[src/rtl/rrfp_pkg.sv]
// Types and constants of the radio reply frame parser
package rrfp_pkg;

    localparam logic [7:0] HDR_BYTE  = 8'hFE;
    localparam logic [7:0] TAIL_BYTE = 8'hFF;

    localparam int CFG_IDX_W  = 3;
    localparam int CFG_DATA_W = 16;

    localparam logic [CFG_IDX_W-1:0] CFG_MAIN_NODE_ADDRESS   = 3'd0;
    localparam logic [CFG_IDX_W-1:0] CFG_CALIB_PORT          = 3'd1;
    localparam logic [CFG_IDX_W-1:0] CFG_MAG_PORT            = 3'd2;
    localparam logic [CFG_IDX_W-1:0] CFG_CODE_RETURN_ADDRESS = 3'd3;
    localparam logic [CFG_IDX_W-1:0] CFG_CODE_RETURN_NETID   = 3'd4;
    localparam logic [CFG_IDX_W-1:0] CFG_CODE_RETURN_CHANNEL = 3'd5;
    localparam logic [CFG_IDX_W-1:0] CFG_CODE_RETURN_UART    = 3'd6;

    typedef enum logic [3:0] {
        KIND_BAD_TAIL    = 4'd0,
        KIND_ADDRESS     = 4'd1,
        KIND_NETID       = 4'd2,
        KIND_CHANNEL     = 4'd3,
        KIND_BAUD        = 4'd4,
        KIND_LOCAL_OTHER = 4'd5,
        KIND_IMU_CALIB   = 4'd6,
        KIND_MAG_CALIB   = 4'd7,
        KIND_OTHER       = 4'd8
    } kind_t;

    typedef struct packed {
        logic [15:0] main_node_address;
        logic [7:0]  calib_port;
        logic [7:0]  mag_port;
        logic [7:0]  code_return_address;
        logic [7:0]  code_return_netid;
        logic [7:0]  code_return_channel;
        logic [7:0]  code_return_uart;
    } cfg_t;

    localparam cfg_t CFG_RESET = '{
        main_node_address:   16'd1,
        calib_port:          8'd161,
        mag_port:            8'd162,
        code_return_address: 8'd33,
        code_return_netid:   8'd34,
        code_return_channel: 8'd35,
        code_return_uart:    8'd36
    };

    // frame offsets 3..8: port, source low, source high, code, value low, value high
    typedef logic [5:0][7:0] hdr_t;

endpackage

[src/rtl/radio_reply_frame_parser.sv]
// Top level of the radio reply frame parser
//
//   channel  signals                         width  direction
//   in       in_valid/in_ready, rx_byte      8      sink
//   out      out_valid/out_ready, kind ...   4..16  source
//   cfg      cfg_we, cfg_index, cfg_data     3/16   sink, write only
//
// One byte per cycle while no result is stalled; a tail byte gives its result in the cycle after the transfer.
// The parse state and result register update in the same cycle as the byte.
// A result held by a stalled sink blocks the next byte; none is dropped.
// Reset returns to header hunt and clears the header window and stored values.
module radio_reply_frame_parser #(
    parameter int LEN_LIMIT = 50
) (
    input  logic                              clk,
    input  logic                              rst_n,
    input  logic                              cfg_we,
    input  logic [rrfp_pkg::CFG_IDX_W-1:0]    cfg_index,
    input  logic [rrfp_pkg::CFG_DATA_W-1:0]   cfg_data,
    input  logic                              in_valid,
    output logic                              in_ready,
    input  logic [7:0]                        rx_byte,
    output logic                              out_valid,
    input  logic                              out_ready,
    output logic [3:0]                        kind,
    output logic [15:0]                       module_address,
    output logic [15:0]                       network_id,
    output logic [7:0]                        channel,
    output logic [7:0]                        baud_code,
    output logic [7:0]                        accel_cal,
    output logic [7:0]                        gyro_cal,
    output logic [7:0]                        mag_cal
);
    import rrfp_pkg::*;

    localparam int CW = $clog2(LEN_LIMIT);
    localparam logic [8:0] LEN_LIMIT_W = 9'(LEN_LIMIT);

    typedef enum logic [1:0] {
        PH_HUNT,
        PH_LEN,
        PH_PAYLOAD,
        PH_TAIL
    } phase_t;

    phase_t        phase_reg, phase_next;
    logic [CW-1:0] bytes_left_reg, bytes_left_next;
    logic [CW-1:0] count_reg, count_next;
    hdr_t          hdr_reg, hdr_next, hdr_merge;
    cfg_t          cfg_reg;
    logic [15:0]   addr_reg, addr_next;
    logic [15:0]   netid_reg, netid_next;
    logic [7:0]    chan_reg, chan_next;
    logic [7:0]    baud_reg, baud_next;
    logic [7:0]    acc_reg, acc_next;
    logic [7:0]    gyro_reg, gyro_next;
    logic [7:0]    mag_reg, mag_next;
    kind_t         kind_reg, kind_next;
    logic          out_valid_reg, out_valid_next;
    kind_t         dec_kind;
    logic          accept;

    rrfp_decode u_decode (
        .hdr  (hdr_merge),
        .cfg  (cfg_reg),
        .kind (dec_kind)
    );

    assign in_ready = !out_valid_reg || out_ready;
    assign accept   = in_valid && in_ready;

    always_comb
    begin
        hdr_merge = hdr_reg;
        for (int i = 0; i < 6; i++)
        begin
            if (count_reg == CW'(i + 1))
                hdr_merge[i] = rx_byte;
        end
    end

    always_comb
    begin
        phase_next      = phase_reg;
        bytes_left_next = bytes_left_reg;
        count_next      = count_reg;
        hdr_next        = hdr_reg;
        addr_next       = addr_reg;
        netid_next      = netid_reg;
        chan_next       = chan_reg;
        baud_next       = baud_reg;
        acc_next        = acc_reg;
        gyro_next       = gyro_reg;
        mag_next        = mag_reg;
        kind_next       = kind_reg;
        out_valid_next  = out_valid_reg && !out_ready;
        if (accept)
        begin
            case (phase_reg)
                PH_HUNT:
                begin
                    if (rx_byte == HDR_BYTE)
                        phase_next = PH_LEN;
                end
                PH_LEN:
                begin
                    if ({1'b0, rx_byte} < LEN_LIMIT_W)
                    begin
                        phase_next      = PH_PAYLOAD;
                        bytes_left_next = CW'(rx_byte);
                        count_next      = '0;
                    end
                    else
                    begin
                        phase_next = PH_HUNT;
                    end
                end
                PH_PAYLOAD:
                begin
                    if (bytes_left_reg == '0)
                    begin
                        phase_next = PH_HUNT;
                    end
                    else
                    begin
                        hdr_next        = hdr_merge;
                        count_next      = count_reg + CW'(1);
                        bytes_left_next = bytes_left_reg - CW'(1);
                        if (bytes_left_reg == CW'(1))
                            phase_next = PH_TAIL;
                    end
                end
                PH_TAIL:
                begin
                    phase_next     = PH_HUNT;
                    hdr_next       = hdr_merge;
                    out_valid_next = 1'b1;
                    kind_next      = KIND_BAD_TAIL;
                    if (rx_byte == TAIL_BYTE)
                    begin
                        kind_next = dec_kind;
                        case (dec_kind)
                            KIND_ADDRESS:   addr_next  = {hdr_merge[5], hdr_merge[4]};
                            KIND_NETID:     netid_next = {hdr_merge[5], hdr_merge[4]};
                            KIND_CHANNEL:   chan_next  = hdr_merge[4];
                            KIND_BAUD:      baud_next  = hdr_merge[4];
                            KIND_IMU_CALIB:
                            begin
                                acc_next  = hdr_merge[3];
                                gyro_next = hdr_merge[4];
                            end
                            KIND_MAG_CALIB: mag_next   = hdr_merge[3];
                            default:        ;
                        endcase
                    end
                end
                default:
                begin
                    phase_next = PH_HUNT;
                end
            endcase
        end
    end

    always_ff @(posedge clk or negedge rst_n)
    begin
        if (!rst_n)
        begin
            cfg_reg <= CFG_RESET;
        end
        else if (cfg_we)
        begin
            case (cfg_index)
                CFG_MAIN_NODE_ADDRESS:   cfg_reg.main_node_address   <= cfg_data;
                CFG_CALIB_PORT:          cfg_reg.calib_port          <= cfg_data[7:0];
                CFG_MAG_PORT:            cfg_reg.mag_port            <= cfg_data[7:0];
                CFG_CODE_RETURN_ADDRESS: cfg_reg.code_return_address <= cfg_data[7:0];
                CFG_CODE_RETURN_NETID:   cfg_reg.code_return_netid   <= cfg_data[7:0];
                CFG_CODE_RETURN_CHANNEL: cfg_reg.code_return_channel <= cfg_data[7:0];
                CFG_CODE_RETURN_UART:    cfg_reg.code_return_uart    <= cfg_data[7:0];
                default:                 ;
            endcase
        end
    end

    always_ff @(posedge clk or negedge rst_n)
    begin
        if (!rst_n)
        begin
            phase_reg      <= PH_HUNT;
            bytes_left_reg <= '0;
            count_reg      <= '0;
            hdr_reg        <= '0;
            addr_reg       <= '0;
            netid_reg      <= '0;
            chan_reg       <= '0;
            baud_reg       <= '0;
            acc_reg        <= '0;
            gyro_reg       <= '0;
            mag_reg        <= '0;
            kind_reg       <= KIND_BAD_TAIL;
            out_valid_reg  <= 1'b0;
        end
        else
        begin
            phase_reg      <= phase_next;
            bytes_left_reg <= bytes_left_next;
            count_reg      <= count_next;
            hdr_reg        <= hdr_next;
            addr_reg       <= addr_next;
            netid_reg      <= netid_next;
            chan_reg       <= chan_next;
            baud_reg       <= baud_next;
            acc_reg        <= acc_next;
            gyro_reg       <= gyro_next;
            mag_reg        <= mag_next;
            kind_reg       <= kind_next;
            out_valid_reg  <= out_valid_next;
        end
    end

    assign out_valid      = out_valid_reg;
    assign kind           = kind_reg;
    assign module_address = addr_reg;
    assign network_id     = netid_reg;
    assign channel        = chan_reg;
    assign baud_code      = baud_reg;
    assign accel_cal      = acc_reg;
    assign gyro_cal       = gyro_reg;
    assign mag_cal        = mag_reg;

endmodule

[src/rtl/rrfp_decode.sv]
// Frame classifier: source address, destination port and reply code to result kind
module rrfp_decode (
    input  rrfp_pkg::hdr_t  hdr,
    input  rrfp_pkg::cfg_t  cfg,
    output rrfp_pkg::kind_t kind
);
    import rrfp_pkg::*;

    logic [15:0] src;
    logic [7:0]  port;
    logic [7:0]  code;

    assign src  = {hdr[2], hdr[1]};
    assign port = hdr[0];
    assign code = hdr[3];

    always_comb
    begin
        kind = KIND_OTHER;
        if (src == 16'd0)
        begin
            if (code == cfg.code_return_address)
                kind = KIND_ADDRESS;
            else if (code == cfg.code_return_netid)
                kind = KIND_NETID;
            else if (code == cfg.code_return_channel)
                kind = KIND_CHANNEL;
            else if (code == cfg.code_return_uart)
                kind = KIND_BAUD;
            else
                kind = KIND_LOCAL_OTHER;
        end
        else if (src == cfg.main_node_address)
        begin
            if (port == cfg.calib_port)
                kind = KIND_IMU_CALIB;
            else if (port == cfg.mag_port)
                kind = KIND_MAG_CALIB;
        end
    end

endmodule

[config.mk]
export PLATFORM = sky130hd
export DESIGN_NAME = radio_reply_frame_parser
export DESIGN_NICKNAME = d
export VERILOG_FILES = /design/src/rtl/rrfp_pkg.sv /design/src/rtl/radio_reply_frame_parser.sv /design/src/rtl/rrfp_decode.sv
export SDC_FILE = /design/constraint.sdc
export NUM_CORES = 1
export LEC_CHECK = 0
export BUFFER_PORTS_ARGS = -buffer_cell sky130_fd_sc_hd__buf_2
export CORE_MARGIN = 1
export CORE_UTILIZATION = 50
export DETAILED_ROUTE_END_ITERATION = 7
export GPL_TIMING_DRIVEN = 0
export HOLD_SLACK_MARGIN = 0.02
export PLACE_DENSITY = 0.7
export SETUP_SLACK_MARGIN = 0.02
export SLEW_MARGIN = 25
export SYNTH_ARGS = -nofsm -noshare
export SYNTH_HDL_FRONTEND = slang
export SYNTH_SLANG_ARGS = --single-unit
[constraint.sdc]
create_clock -name clk -period 4 [get_ports clk]
set_input_delay 0.4 -clock clk [delete_from_list [all_inputs] [get_ports clk]]
set_output_delay 0.4 -clock clk [all_outputs]
set_load 0.02 [all_outputs]
==> flow_summary.yaml <==
yosys:
  netlist_instances: 941
  ys_warn_count: 0
  synth_nets: 985
  async_flop_share: 1.00
  synthFlopType: "dfrtp_1"
  synth.avg_cell_area_um2: 10.9
  synth_edf_count: 0
  seq_area_frac_synth: 0.498
  syn_area_mm2: 0.0102
  yosysUniqueCellTypes: 67
  synth-seq-cells: 203
worst_setup_path:
  rr_startpoint: "count_reg[4]$_DFFE_PN0P_"
  path_class: "reg -> reg"
  critPathMaxFanout: 10
  reg2regPathDepth: 11
  r2r-end: "module_address[13]$_DFFE_PN0P_"
  crit_arrival_ns: 4.21
  crit_required_ns: 4.38
  regToRegSetupSlack_ns: 0.17
  end_kind: "register"
  endpoint: "module_address[13]$_DFFE_PN0P_"
  start_kind: "register"
  startpoint: "count_reg[4]$_DFFE_PN0P_"
final_layout:
  diodes: 0
  multi_input_area_mm2: 0.00480
  drive_gt1_frac: 0.304
  seq_area_mm2: 0.00510
  fill_cells: 1723
  final_area_mm2: 0.0120
  areaGrowthSynthToFinish_pct: 17.6
  nNetsFinal: 1121
  largest_register_ffs: 64
  fin_util: 0.597
timing:
  final.setup.worst_slack_ns: 0.174
  finalMaxSlewViolations: 0
  finalHoldViolations: 0
  finClkSkew_ns: 0.0128
  worst_slew_pin_slew_ns: 0.864
  min_period_ns: 3.83
  whs_ns: 0.0960
  setup_viol: 0
  rsz0062_at_grt: "no"
  slew_headroom: 0.424
  fin_crit_sh: 0.957
  fmax_mhz: 261
pwr:
  intPower_mw: 4.29
  p_sw_mw: 1.84
  switching_share: 0.300
  finalPower_mw: 6.13
  seq_power_share: 0.431
  powerDensity_mw_per_mm2: 509
  vdd_drop_max_mv: 0.321
  p_clk_frac: 0.365
  p_leak_nw: 5.62
  comb_power_share: 0.204
drt:
  via_count: 7967
  postRouteAntennaNets: 0
  drt_iter0_drc: 678
  vias_per_cell: 5.84
  route.detailed.drc: 0
  wl_per_cell_um: 20.3
  wl_um: 27700
  first_pass_iters: 5
placement:
  hpwl_um: 19400
  portBuffers: 105
  place_area_mm2: 0.0112
  place_ws_ns: -0.220
  place_congestion: 0.934
run:
  max_cap_viol_count: 0
status:
  status: "finished clean"
die:
  num_io_pins: 110
  core_mm2: 0.0202
  start_util: 0.508
  design.die.area_mm2: 0.0211
  rows: 52
  die_y_um: 145
  die_width_um: 145
clocking:
  cts_max_level: 1
  clkTransAtPathRegs_ns: 0.06
  cts_tree: "built"
  cts.path.max_buffers: 3
  clk_latency_ns: 0.51
  root_buffer: "clkbuf_16"
  clock_sinks: 203
  cts_buffers: 23
global_routing:
  track_usage: 0.270
  grt_pass1_wl_um: 44700
  grt_pass1_vias: 7895
  grt_max_degree: 72
  overflow: 0
  antenna_found_initial: 0
hold_path:
  hold_class: "in -> reg"
==> critical path, stage by stage, from the launching register on <==
cell and delay [ns]:
dfrtp_1 0.49, nor4b_4 0.30, buf_4 0.21, buf_4 0.14, and2_1 0.11, buf_4 0.16
a21oi_1 0.20, a22oi_1 0.26, o211ai_1 0.30, nor2_1 0.71, buf_2 0.41, mux2_2 0.38
==> per-stage QoR <==
stage	cells	setup TNS, ns
finish	1364	0
global route	1364	0
CTS	1364	0
detailed placement	1318	-3.00
global placement	1316	-153.55
floorplan	941	0
==> how the worst min path moves through the flow <==
stage | startpoint | endpoint | slack (ns) | cells past startpoint
finish | cfg_data[10] | cfg_reg[58]$_DFFE_PN0P_ | 0.1 | 3
floorplan | rst_n | accel_cal[0]$_DFFE_PN0P_ | 0.10 | 0
CTS | cfg_data[10] | cfg_reg[58]$_DFFE_PN0P_ | 0.08 | 3
global placement | hdr_reg[47]$_DFFE_PN0P_ | hdr_reg[47]$_DFFE_PN0P_ | 0.46 | 2
detailed placement | rst_n | baud_code[0]$_DFFE_PN0P_ | 0.38 | 1
global route | cfg_data[13] | cfg_reg[61]$_DFFE_PN0P_ | 0.12 | 2
==> kinds of logic after synthesis <==
logic type               after synthesis  share of synthesized area
AND/OR/NAND/NOR                      243                      0.123
flip-flops                           203                      0.498
AO/OA/AOI/OAI                        178                      0.109
multiplexers                         156                      0.173
buffers and inverters                 96                     0.0367
XOR/XNOR                              53                     0.0453
adder cells (fa/ha/maj)               12                     0.0146
==> synthesized netlist by cell type (3+ instances only) <==
cell       instances  area share
a2111oi_0          6      0.0051
a211oi_1           3      0.0022
a21oi_1           23       0.011
a221o_1            4      0.0039
a222oi_1           7      0.0068
a31oi_1            8      0.0049
and2_1             5      0.0031
and3_1             3      0.0018
buf_2              4      0.0020
clkbuf_1          42       0.015
dfrtp_1          187        0.46
dfstp_2           16       0.041
ha_1              12       0.015
inv_1             45       0.016
mux2_2           140        0.15
mux2_4             8       0.012
mux2i_1            8      0.0078
nand2_1          100       0.037
nand2b_1          15      0.0092
nand3_1           22       0.011
nand4_1           10      0.0061
nand4b_1           9      0.0077
nor2_1            21      0.0077
nor2b_1            5      0.0031
nor3_1            20      0.0098
nor4_1             8      0.0049
o211ai_1           5      0.0037
o21ai_0           79       0.039
o221ai_1           4      0.0034
o22ai_1           13      0.0079
o31ai_1            6      0.0044
or3_1              5      0.0031
or4_1              4      0.0029
xnor2_1           29       0.025
xor2_1            24       0.021
==> power by group through the flow <==
stage / sequential (mW) / combinational [mW] / clock, mW
6_report: 2.64 / 1.25 / 2.24
2_1_floorplan: 2.57 / 0.920 / 0
3_3_place_gp: 2.66 / 1.19 / 0
3_5_place_dp: 2.66 / 1.23 / 0
4_1_cts: 2.63 / 1.24 / 2.27
5_1_grt: 2.68 / 1.41 / 2.34
==> what timing repair did <==
item,in CTS,in global routing
pin swaps,1,0
setup endpoints to repair,16,23
endpoints found under the hold margin,58,0
hold buffers,1,0
setup buffers,3,0
resized for setup,1,2
==> final cells by class <==
type,instances,share of cell area
Sequential cell,203,0.423
Multi-Input combinational cell,642,0.399
Clock buffer,30,0.0533
Timing Repair Buffer,111,0.0517
Tap cell,270,0.0280
Buffer,49,0.0166
Inverter,47,0.0146
Clock inverter,12,0.0138
==> metal layers <==
layer,vias up,GRT usage,share of wire
li1,3650,-,-
met1,3941,0.372,0.43
met2,301,0.437,0.47
met3,75,0.0374,0.059
met4,0,0.0979,0.035
met5,-,0,0
==> placed cells by master, fill, tap and decap left out, drive strengths merged, types with 9 or more instances in the layout <==
| master | n |
|---|---|
| inv | 47 |
| xor2 | 24 |
| mux2 | 148 |
| dfrtp | 187 |
| o21ai | 79 |
| xnor2 | 29 |
| nand2b | 15 |
| nor2 | 22 |
| nand4b | 9 |
| clkbuf | 72 |
| a21oi | 23 |
| nand3 | 22 |
| dfstp | 16 |
| nor3 | 20 |
| nand2 | 101 |
| ha | 12 |
| o22ai | 13 |
| nor4 | 9 |
| buf | 117 |
| nand4 | 10 |
Power figures use the tool's default switching activity.
